$ cat src/rtl/jmad_pkg.sv
`timescale 1ns / 1ps

package jmad_pkg;

    localparam int DEF_WINDOW_LENGTH = 6;
    localparam int DEF_SAMPLE_BITS   = 13;
    localparam int DEAD_ZONE_BITS    = 13;
    localparam int ANGLE_BITS        = 32;
    localparam int CENTER_RAW        = 2048;

    localparam logic [DEAD_ZONE_BITS-1:0] DEAD_ZONE_RESET = DEAD_ZONE_BITS'(80);

    typedef struct packed {
        logic sum_en;
        logic prod_en;
        logic delta_en;
        logic acc_en;
    } t_stage_en;

endpackage

$ cat src/rtl/jmad_if.sv
`timescale 1ns / 1ps

interface jmad_in_if #(
    parameter int SAMPLE_BITS = 13
);
    logic                   valid;
    logic                   ready;
    logic [SAMPLE_BITS-1:0] sample_x;
    logic [SAMPLE_BITS-1:0] sample_y;
    logic                   button_level;

    modport source (output valid, output sample_x, output sample_y,
                    output button_level, input ready);
    modport sink (input valid, input sample_x, input sample_y,
                  input button_level, output ready);
endinterface

interface jmad_out_if #(
    parameter int SAMPLE_BITS = 13,
    parameter int ANGLE_BITS  = 32
);
    logic                          valid;
    logic                          ready;
    logic        [SAMPLE_BITS-1:0] average_x;
    logic        [SAMPLE_BITS-1:0] average_y;
    logic signed [SAMPLE_BITS:0]   delta_x;
    logic signed [SAMPLE_BITS:0]   delta_y;
    logic signed [ANGLE_BITS-1:0]  pitch_angle;
    logic signed [ANGLE_BITS-1:0]  yaw_angle;
    logic                          moved;
    logic                          button_changed;

    modport source (output valid, output average_x, output average_y,
                    output delta_x, output delta_y, output pitch_angle,
                    output yaw_angle, output moved, output button_changed,
                    input ready);
    modport sink (input valid, input average_x, input average_y,
                  input delta_x, input delta_y, input pitch_angle,
                  input yaw_angle, input moved, input button_changed,
                  output ready);
endinterface

$ cat src/rtl/jmad_cell.sv
`timescale 1ns / 1ps

module jmad_cell #(
    parameter int                 WIDTH       = 13,
    parameter logic [WIDTH-1:0]   RESET_VALUE = '0
) (
    input  logic             i_clk,
    input  logic             i_rst_n,
    input  logic             i_shift,
    input  logic [WIDTH-1:0] i_value,
    output logic [WIDTH-1:0] o_value
);

    logic [WIDTH-1:0] r_value;

    always_ff @(posedge i_clk) begin
        if (!i_rst_n) begin
            r_value <= RESET_VALUE;
        end else if (i_shift) begin
            r_value <= i_value;
        end
    end

    assign o_value = r_value;

endmodule

$ cat src/rtl/jmad_axis.sv
`timescale 1ns / 1ps

module jmad_axis #(
    parameter int WINDOW_LENGTH = 6,
    parameter int SAMPLE_BITS   = 13
) (
    input  logic                                   i_clk,
    input  logic                                   i_rst_n,
    input  jmad_pkg::t_stage_en                    i_ctl,
    input  logic [SAMPLE_BITS-1:0]                 i_sample,
    input  logic [jmad_pkg::DEAD_ZONE_BITS-1:0]    i_dead_zone,
    output logic [SAMPLE_BITS-1:0]                 o_average,
    output logic signed [SAMPLE_BITS:0]            o_delta,
    output logic signed [jmad_pkg::ANGLE_BITS-1:0] o_angle
);

    import jmad_pkg::*;

    localparam int WIN_LOG2   = $clog2(WINDOW_LENGTH);
    localparam int SUM_BITS   = SAMPLE_BITS + WIN_LOG2;
    localparam int SHIFT      = SUM_BITS + WIN_LOG2;
    localparam int RECIP_BITS = SUM_BITS + 1;
    localparam int PROD_BITS  = SUM_BITS + RECIP_BITS;
    localparam int CMP_BITS   = (SAMPLE_BITS > DEAD_ZONE_BITS) ? SAMPLE_BITS : DEAD_ZONE_BITS;
    localparam int CENTER_INT = (SAMPLE_BITS > 11) ? CENTER_RAW : 0;
    localparam longint unsigned RECIP_FULL =
        ((64'd1 << SHIFT) + 64'(WINDOW_LENGTH) - 64'd1) / 64'(WINDOW_LENGTH);
    localparam logic [RECIP_BITS-1:0]  RECIP     = RECIP_BITS'(RECIP_FULL);
    localparam logic [SAMPLE_BITS-1:0] CENTER    = SAMPLE_BITS'(CENTER_INT);
    localparam logic [SUM_BITS-1:0]    SUM_RESET = SUM_BITS'(WINDOW_LENGTH * CENTER_INT);
    localparam logic signed [ANGLE_BITS-1:0] ANGLE_MAX = {1'b0, {(ANGLE_BITS-1){1'b1}}};
    localparam logic signed [ANGLE_BITS-1:0] ANGLE_MIN = {1'b1, {(ANGLE_BITS-1){1'b0}}};

    logic [SAMPLE_BITS-1:0] w_tap [WINDOW_LENGTH];

    genvar k;
    generate
        for (k = 0; k < WINDOW_LENGTH; k++) begin : g_cell
            if (k == 0) begin : g_head
                jmad_cell #(.WIDTH(SAMPLE_BITS), .RESET_VALUE(CENTER)) u_cell (
                    .i_clk   (i_clk),
                    .i_rst_n (i_rst_n),
                    .i_shift (i_ctl.sum_en),
                    .i_value (i_sample),
                    .o_value (w_tap[k])
                );
            end else begin : g_body
                jmad_cell #(.WIDTH(SAMPLE_BITS), .RESET_VALUE(CENTER)) u_cell (
                    .i_clk   (i_clk),
                    .i_rst_n (i_rst_n),
                    .i_shift (i_ctl.sum_en),
                    .i_value (w_tap[k-1]),
                    .o_value (w_tap[k])
                );
            end
        end
    endgenerate

    logic [SUM_BITS-1:0]           r_sum;
    logic [SUM_BITS-1:0]           n_sum;
    logic [PROD_BITS-1:0]          r_prod;
    logic [SAMPLE_BITS-1:0]        r_avg;
    logic [SAMPLE_BITS-1:0]        w_avg;
    logic signed [SAMPLE_BITS:0]   w_change;
    logic [SAMPLE_BITS-1:0]        w_mag;
    logic signed [SAMPLE_BITS:0]   n_delta;
    logic signed [SAMPLE_BITS:0]   r_delta;
    logic signed [ANGLE_BITS:0]    w_total;
    logic signed [ANGLE_BITS-1:0]  n_acc;
    logic signed [ANGLE_BITS-1:0]  r_acc;
    logic [SAMPLE_BITS-1:0]        r_out_avg;
    logic signed [SAMPLE_BITS:0]   r_out_delta;

    // The running sum drops the sample leaving the last cell as the new one enters.
    assign n_sum = r_sum + SUM_BITS'(i_sample) - SUM_BITS'(w_tap[WINDOW_LENGTH-1]);

    assign w_avg    = r_prod[SHIFT +: SAMPLE_BITS];
    assign w_change = $signed({1'b0, w_avg}) - $signed({1'b0, r_avg});
    assign w_mag    = w_change[SAMPLE_BITS] ? SAMPLE_BITS'(-w_change)
                                            : w_change[SAMPLE_BITS-1:0];

    always_comb begin
        if (CMP_BITS'(w_mag) < CMP_BITS'(i_dead_zone)) begin
            n_delta = '0;
        end else begin
            n_delta = w_change;
        end
    end

    assign w_total = {r_acc[ANGLE_BITS-1], r_acc}
                   + (ANGLE_BITS+1)'(r_delta);

    always_comb begin
        if (w_total[ANGLE_BITS] != w_total[ANGLE_BITS-1]) begin
            n_acc = w_total[ANGLE_BITS] ? ANGLE_MIN : ANGLE_MAX;
        end else begin
            n_acc = w_total[ANGLE_BITS-1:0];
        end
    end

    always_ff @(posedge i_clk) begin
        if (!i_rst_n) begin
            r_sum <= SUM_RESET;
            r_avg <= CENTER;
            r_acc <= '0;
        end else begin
            if (i_ctl.sum_en) begin
                r_sum <= n_sum;
            end
            if (i_ctl.delta_en) begin
                r_avg <= w_avg;
            end
            if (i_ctl.acc_en) begin
                r_acc <= n_acc;
            end
        end
    end

    always_ff @(posedge i_clk) begin
        if (i_ctl.prod_en) begin
            r_prod <= PROD_BITS'(r_sum) * PROD_BITS'(RECIP);
        end
        if (i_ctl.delta_en) begin
            r_delta <= n_delta;
        end
        if (i_ctl.acc_en) begin
            r_out_avg   <= r_avg;
            r_out_delta <= r_delta;
        end
    end

    assign o_average = r_out_avg;
    assign o_delta   = r_out_delta;
    assign o_angle   = r_acc;

endmodule

$ cat src/rtl/joystick_moving_average_deadzone.sv
`timescale 1ns / 1ps

// Joystick filter: each accepted word carries one X and one Y sample and the
// button level, and gives exactly one result word with the six-sample moving
// averages, their changes after the dead zone, the saturating pitch and yaw
// angles in milliradians, a motion flag and a button-change flag. The block
// takes one word every clock cycle unless the output stalls, and its result passes
// through a four-stage pipeline of running sum over the chain of
// sample cells, reciprocal multiply, dead-zone compare and accumulate; each
// stage holds its word while the next one is full and cannot move on. The dead
// zone register resets to 80 and should be written only while no word is in flight.
module joystick_moving_average_deadzone #(
    parameter int WINDOW_LENGTH = jmad_pkg::DEF_WINDOW_LENGTH,
    parameter int SAMPLE_BITS   = jmad_pkg::DEF_SAMPLE_BITS
) (
    input  logic                                i_clk,
    input  logic                                i_rst_n,
    input  logic                                i_cfg_we,
    input  logic [jmad_pkg::DEAD_ZONE_BITS-1:0] i_cfg_wdata,
    jmad_in_if.sink                             i_in,
    jmad_out_if.source                          o_out
);

    import jmad_pkg::*;

    logic [DEAD_ZONE_BITS-1:0] r_dead_zone;
    logic                      r_prev_btn;
    logic                      r_v_sum;
    logic                      r_v_prod;
    logic                      r_v_delta;
    logic                      r_v_out;
    logic                      n_v_sum;
    logic                      n_v_prod;
    logic                      n_v_delta;
    logic                      n_v_out;
    logic                      r_chg_sum;
    logic                      r_chg_prod;
    logic                      r_chg_delta;
    logic                      r_chg_out;
    logic                      w_rdy_sum;
    logic                      w_rdy_prod;
    logic                      w_rdy_delta;
    logic                      w_rdy_out;
    t_stage_en                 w_ctl;

    assign w_rdy_out   = !r_v_out || o_out.ready;
    assign w_rdy_delta = !r_v_delta || w_rdy_out;
    assign w_rdy_prod  = !r_v_prod || w_rdy_delta;
    assign w_rdy_sum   = !r_v_sum || w_rdy_prod;

    always_comb begin
        w_ctl.sum_en   = i_in.valid && w_rdy_sum;
        w_ctl.prod_en  = r_v_sum && w_rdy_prod;
        w_ctl.delta_en = r_v_prod && w_rdy_delta;
        w_ctl.acc_en   = r_v_delta && w_rdy_out;
    end

    always_comb begin
        n_v_sum   = w_ctl.sum_en || (r_v_sum && !w_ctl.prod_en);
        n_v_prod  = w_ctl.prod_en || (r_v_prod && !w_ctl.delta_en);
        n_v_delta = w_ctl.delta_en || (r_v_delta && !w_ctl.acc_en);
        n_v_out   = w_ctl.acc_en || (r_v_out && !o_out.ready);
    end

    always_ff @(posedge i_clk) begin
        if (!i_rst_n) begin
            r_dead_zone <= DEAD_ZONE_RESET;
            r_prev_btn  <= 1'b0;
            r_v_sum     <= 1'b0;
            r_v_prod    <= 1'b0;
            r_v_delta   <= 1'b0;
            r_v_out     <= 1'b0;
        end else begin
            if (i_cfg_we) begin
                r_dead_zone <= i_cfg_wdata;
            end
            if (w_ctl.sum_en) begin
                r_prev_btn <= i_in.button_level;
            end
            r_v_sum   <= n_v_sum;
            r_v_prod  <= n_v_prod;
            r_v_delta <= n_v_delta;
            r_v_out   <= n_v_out;
        end
    end

    always_ff @(posedge i_clk) begin
        if (w_ctl.sum_en) begin
            r_chg_sum <= i_in.button_level != r_prev_btn;
        end
        if (w_ctl.prod_en) begin
            r_chg_prod <= r_chg_sum;
        end
        if (w_ctl.delta_en) begin
            r_chg_delta <= r_chg_prod;
        end
        if (w_ctl.acc_en) begin
            r_chg_out <= r_chg_delta;
        end
    end

    jmad_axis #(.WINDOW_LENGTH(WINDOW_LENGTH), .SAMPLE_BITS(SAMPLE_BITS)) u_axis_x (
        .i_clk       (i_clk),
        .i_rst_n     (i_rst_n),
        .i_ctl       (w_ctl),
        .i_sample    (i_in.sample_x),
        .i_dead_zone (r_dead_zone),
        .o_average   (o_out.average_x),
        .o_delta     (o_out.delta_x),
        .o_angle     (o_out.yaw_angle)
    );

    jmad_axis #(.WINDOW_LENGTH(WINDOW_LENGTH), .SAMPLE_BITS(SAMPLE_BITS)) u_axis_y (
        .i_clk       (i_clk),
        .i_rst_n     (i_rst_n),
        .i_ctl       (w_ctl),
        .i_sample    (i_in.sample_y),
        .i_dead_zone (r_dead_zone),
        .o_average   (o_out.average_y),
        .o_delta     (o_out.delta_y),
        .o_angle     (o_out.pitch_angle)
    );

    assign i_in.ready           = w_rdy_sum;
    assign o_out.valid          = r_v_out;
    assign o_out.moved          = (o_out.delta_x != '0) || (o_out.delta_y != '0);
    assign o_out.button_changed = r_chg_out;

    a_stall_means_full: assert property (@(posedge i_clk) disable iff (!i_rst_n)
        !w_rdy_sum |-> (r_v_sum && r_v_prod && r_v_delta && r_v_out))
        else $error("Input stalled while a pipeline stage was empty.");

    a_acc_fills_out: assert property (@(posedge i_clk) disable iff (!i_rst_n)
        w_ctl.acc_en |=> r_v_out)
        else $error("Accumulated word did not reach the output register.");

    a_delta_held: assert property (@(posedge i_clk) disable iff (!i_rst_n)
        (r_v_delta && !w_rdy_out) |=> r_v_delta)
        else $error("Delta stage word lost while the output was blocked.");

    a_sum_held: assert property (@(posedge i_clk) disable iff (!i_rst_n)
        (w_ctl.sum_en && !w_ctl.prod_en) |=> r_v_sum)
        else $error("Accepted word was not held in the sum stage.");

endmodule
$ cat src/flat_wrapper.sv
// flat-port wrapper written by rule: the top's interface ports become plain ports
module joystick_moving_average_deadzone_flat import jmad_pkg::*;
#(
    parameter int WINDOW_LENGTH = jmad_pkg::DEF_WINDOW_LENGTH,
    parameter int SAMPLE_BITS   = jmad_pkg::DEF_SAMPLE_BITS
)
  (i_clk, i_rst_n, i_cfg_we, i_cfg_wdata, i_in_valid, i_in_sample_x, i_in_sample_y, i_in_button_level, i_in_ready, o_out_valid, o_out_average_x, o_out_average_y, o_out_delta_x, o_out_delta_y, o_out_pitch_angle, o_out_yaw_angle, o_out_moved, o_out_button_changed, o_out_ready);
  jmad_in_if #(.SAMPLE_BITS(SAMPLE_BITS)) i_in_i ();
  jmad_out_if #(.SAMPLE_BITS(SAMPLE_BITS)) o_out_i ();
  input  logic i_clk;
  input  logic i_rst_n;
  input  logic i_cfg_we;
  input  logic [jmad_pkg::DEAD_ZONE_BITS-1:0] i_cfg_wdata;
  input wire logic [$bits(i_in_i.valid)-1:0] i_in_valid;
  input wire logic [$bits(i_in_i.sample_x)-1:0] i_in_sample_x;
  input wire logic [$bits(i_in_i.sample_y)-1:0] i_in_sample_y;
  input wire logic [$bits(i_in_i.button_level)-1:0] i_in_button_level;
  output wire logic [$bits(i_in_i.ready)-1:0] i_in_ready;
  output wire logic [$bits(o_out_i.valid)-1:0] o_out_valid;
  output wire logic [$bits(o_out_i.average_x)-1:0] o_out_average_x;
  output wire logic [$bits(o_out_i.average_y)-1:0] o_out_average_y;
  output wire logic [$bits(o_out_i.delta_x)-1:0] o_out_delta_x;
  output wire logic [$bits(o_out_i.delta_y)-1:0] o_out_delta_y;
  output wire logic [$bits(o_out_i.pitch_angle)-1:0] o_out_pitch_angle;
  output wire logic [$bits(o_out_i.yaw_angle)-1:0] o_out_yaw_angle;
  output wire logic [$bits(o_out_i.moved)-1:0] o_out_moved;
  output wire logic [$bits(o_out_i.button_changed)-1:0] o_out_button_changed;
  input wire logic [$bits(o_out_i.ready)-1:0] o_out_ready;
  assign i_in_i.valid = i_in_valid;
  assign i_in_i.sample_x = i_in_sample_x;
  assign i_in_i.sample_y = i_in_sample_y;
  assign i_in_i.button_level = i_in_button_level;
  assign i_in_ready = i_in_i.ready;
  assign o_out_valid = o_out_i.valid;
  assign o_out_average_x = o_out_i.average_x;
  assign o_out_average_y = o_out_i.average_y;
  assign o_out_delta_x = o_out_i.delta_x;
  assign o_out_delta_y = o_out_i.delta_y;
  assign o_out_pitch_angle = o_out_i.pitch_angle;
  assign o_out_yaw_angle = o_out_i.yaw_angle;
  assign o_out_moved = o_out_i.moved;
  assign o_out_button_changed = o_out_i.button_changed;
  assign o_out_i.ready = o_out_ready;
  joystick_moving_average_deadzone #(.WINDOW_LENGTH(WINDOW_LENGTH), .SAMPLE_BITS(SAMPLE_BITS)) u_core (.i_clk(i_clk), .i_rst_n(i_rst_n), .i_cfg_we(i_cfg_we), .i_cfg_wdata(i_cfg_wdata), .i_in(i_in_i), .o_out(o_out_i));
endmodule
$ cat config.mk
export PLATFORM = sky130hd
export DESIGN_NAME = joystick_moving_average_deadzone_flat
export DESIGN_NICKNAME = d
export VERILOG_FILES = /design/src/rtl/jmad_pkg.sv /design/src/rtl/jmad_if.sv /design/src/rtl/jmad_cell.sv /design/src/rtl/jmad_axis.sv /design/src/rtl/joystick_moving_average_deadzone.sv /design/src/flat_wrapper.sv
export SDC_FILE = /design/constraint.sdc
export NUM_CORES = 2
export LEC_CHECK = 0
export ABC_AREA = 0
export BUFFER_PORTS_ARGS = -buffer_cell sky130_fd_sc_hd__buf_2
export CORE_UTILIZATION = 50
export CTS_BUF_LIST = sky130_fd_sc_hd__clkbuf_4
export CTS_CLUSTER_DIAMETER = 200
export DETAILED_ROUTE_END_ITERATION = 8
export HOLD_SLACK_MARGIN = 0.12
export PLACE_DENSITY_LB_ADDON = 0.3
export SETUP_SLACK_MARGIN = 0.1
export SYNTH_ARGS = -nofsm -noshare
export SYNTH_HDL_FRONTEND = slang
export SYNTH_SLANG_ARGS = --single-unit
$ cat constraint.sdc
create_clock -name i_clk -period 7.35 [get_ports i_clk]
set_clock_uncertainty 0.15 [all_clocks]
set_input_delay 1.1025 -clock i_clk [delete_from_list [all_inputs] [get_ports i_clk]]
set_output_delay 1.1025 -clock i_clk [all_outputs]
set_load 0.02 [all_outputs]
==> results.sh <==
export IMPL_muxShareOfSynthArea=0.00393
export IMPL_drt_vias_per_instance=5.12
export IMPL_grt_usage=0.211
export IMPL_nets=4165
export IMPL_synth_area_top_cells="dfxtp_1 (19%), ha_1 (16%), fa_1 (12%), edfxtp_1 (11%), inv_1 (6.4%)"
export IMPL_synthAdderAreaFrac=0.294
export IMPL_crit_path_end_kind="flop"
export IMPL_synth_edf_count=112
export IMPL_crit_path_max_fanout=9
export IMPL_status="completed"
export IMPL_netlist_instances=3368
export IMPL_relSlewSlack=0.190
export IMPL_die_width_microns=249
export IMPL_vias=22592
export IMPL_cts_tree="yes"
export IMPL_place_congestion=0.906
export IMPL_ys_async_sr_fraction=0
export IMPL_io_pins=167
export IMPL_avgSynthCellArea_sq_um=9.06
export IMPL_drt_wl_total_microns=64700
export IMPL_timing_final_crit_share=0.855
export IMPL_die_h_microns=249
export IMPL_initial_core_util=0.506
export IMPL_synth_main_ff_cell="dfxtp_1"
export IMPL_start_kind="flop"
export IMPL_area_growth_pct=9.50
export IMPL_yosys_area_top_type_share=0.194
export IMPL_drt_iter0_drc=1049
export IMPL_nFillCells=5629
export IMPL_hold_path_class="reg2reg"
export IMPL_first_pass_iters=5
export IMPL_antenna_found_initial=1
export IMPL_required_ns=7.75
export IMPL_fmax_ghz=0.159
export IMPL_syn_area_sq_um=30500
export IMPL_synth_top_family_by_area="adder cells"
export IMPL_yosys_warnings=0
export IMPL_final_layout_size_suffix_gt1_frac=0.103
export IMPL_coreArea_sq_um=60400
export IMPL_synthSimpleGateAreaFrac=0.108
export IMPL_synth_nets=3993
export IMPL_clockRootBuffer="clkbuf_4"
export IMPL_cts_num_sinks=408
export IMPL_ys_seq_area_frac=0.304
export IMPL_grt_pass1_vias=22044
export IMPL_drv_slew=0
export IMPL_period_needed_ns=6.29
export IMPL_cts_made_buffers=108
export IMPL_ant_nets=0
export IMPL_rsz0062_at_grt="no"
export IMPL_cts_hold_buf=0
export IMPL_post_route_drc_count=0
export IMPL_hpwlAfterDp_microns=48700
export IMPL_grt_pass1_wl_microns=108000
export IMPL_hold_viol_final=0
export IMPL_synthDistinctLibCells=72
export IMPL_cp_data_arrival_time_ns=6.69
export IMPL_ys_ff_latch=408
export IMPL_clk_latency_ns=0.84
export IMPL_wl_per_cell_microns=14.7
export IMPL_final_setup_tns_ns=0
export IMPL_postCtsSetupRepairBufs=0
export IMPL_synth_xor_area_frac=0.0479
export IMPL_synth_compound_area_frac=0.162
export IMPL_crit_type="reg2reg"
export IMPL_cap_violations=0
export IMPL_h_tree_depth=3
export IMPL_gr_total_overflow=0
export IMPL_worst_pin_slew_ns=1.21
export IMPL_num_rows=90
export IMPL_post_cts_resized=0
export IMPL_setup_violations=0
export IMPL_numPortBuffers=166
export IMPL_cts_buffer_depth=3
export IMPL_dieArea_sq_um=62000
export IMPL_grt_max_degree=172
export IMPL_clk_pin_slew_ns=0.06
export IMPL_yosys_area_top_type="dfxtp_1"
==> registers in the layout, summed over array words and instances, names as in the netlist, 14 cells and up <==
signal,count
u_core.u_axis_x.g_cell.g_body.u_cell.o_value,65
u_core.u_axis_x.o_angle,32
u_core.u_axis_x.o_delta,14
u_core.u_axis_x.r_delta,14
u_core.u_axis_x.r_sum,16
u_core.u_axis_y.g_cell.g_body.u_cell.o_value,65
u_core.u_axis_y.o_angle,32
u_core.u_axis_y.o_delta,14
u_core.u_axis_y.r_delta,14
u_core.u_axis_y.r_sum,16
==> placed cells by master (no fill, tap or decap), types with 112 or more instances in the layout <==
master / count
inv_1: 520
o21ai_0: 161
nand2_1: 479
dfxtp_1: 296
edfxtp_1: 112
a21boi_0: 188
ha_1: 398
buf_2: 165
xnor2_1: 112
clkbuf_4: 157
fa_1: 182
a21oi_1: 212
==> kinds of logic after synthesis <==
logic type,after synthesis
compound gates,768
simple gates,760
buf+inv,639
fa+ha+maj,614
flops,408
xor+xnor,167
mux,12
==> layout make-up <==
cell class                 instances  area [sq um]  share of cell area
multi-input combinational       2321         18800               0.564
sequential                       408          9290               0.278
inverter                         523          1970              0.0590
clock buffer                     157          1180              0.0353
tap                              782           978              0.0293
timing repair buffer             178           942              0.0282
clock inverter                    41           226             0.00677
antenna                            2          5.00            0.000150
==> worst paths after layout <==
path / from / endpoint / slack (ns) / cells after the start
setup reg to reg: u_core.u_axis_x.r_sum[1]$_SDFFE_PN0P_ / u_core.u_axis_x.r_prod[31]$_DFFE_PP_ / 1.06 / 22
hold reg to reg: u_core.r_chg_prod$_DFFE_PP_ / u_core.r_chg_delta$_DFFE_PP_ / 0.27 / 0
setup / recovery: u_core.u_axis_x.r_sum[1]$_SDFFE_PN0P_ / u_core.u_axis_x.r_prod[31]$_DFFE_PP_ / 1.06 / 22
hold / removal: u_core.r_chg_prod$_DFFE_PP_ / u_core.r_chg_delta$_DFFE_PP_ / 0.27 / 0
==> cell usage after synthesis, drive strengths merged (3+ instances only) <==
cell	n
inv	522
nand2	480
ha	398
dfxtp	296
a21oi	212
a21boi	188
fa	182
o21ai	168
edfxtp	112
xnor2	112
clkbuf	101
nor2	81
a21o	60
xor2	55
nand3	39
maj3	34
nor2b	28
nor3	25
o21a	22
o21bai	19
o211ai	18
nand2b	17
nand4	17
and2	16
buf	15
or3	15
and3	13
mux2i	12
a211oi	11
a31oi	11
nor4	8
o31ai	8
o41ai	8
a211o	6
o211a	6
nor3b	5
o2111ai	5
or2	5
a31o	4
a221oi	3
a41o	3
nand3b	3
o311ai	3
or4	3
==> worst max-delay path, cell delays in order, from the launching register on <==
cell and delay (ns):
dfxtp_1 0.55, ha_1 0.35, xor2_1 0.25, ha_1 0.28, inv_1 0.12, fa_1 0.44, inv_1 0.08, fa_1 0.43
fa_1 0.49, inv_1 0.05, fa_1 0.47, inv_1 0.04, ha_1 0.29, o21a_1 0.19, a21oi_1 0.13, o31ai_1 0.12
a21oi_1 0.29, o21a_1 0.22, o21ai_0 0.18, o41a_1 0.41, a31oi_1 0.27, o21bai_1 0.11, xnor2_1 0.13
==> routing by layer <==
layer  GRT usage  routed length (microns)
met3      0.0340                     2380
met4      0.0764                     1890
met2       0.346                    29700
met5           0                        0
met1       0.281                    30800
==> per-stage QoR <==
stage	setup slack, ns	hold slack [ns]	std cells	cell area, sq um	util
after floorplan	1.58	0.250	3368	30500	-
after global placement	1.23	0.251	4212	32000	0.530
after detailed placement	1.10	0.256	4212	32000	0.530
after CTS	1.04	0.216	4410	33400	0.554
after global routing	0.661	0.267	4412	33400	0.554
final	1.06	0.268	4412	33400	0.554
Power is not shown: default switching activity piles up to over one toggle a cycle in this logic, so the estimate is an artifact.
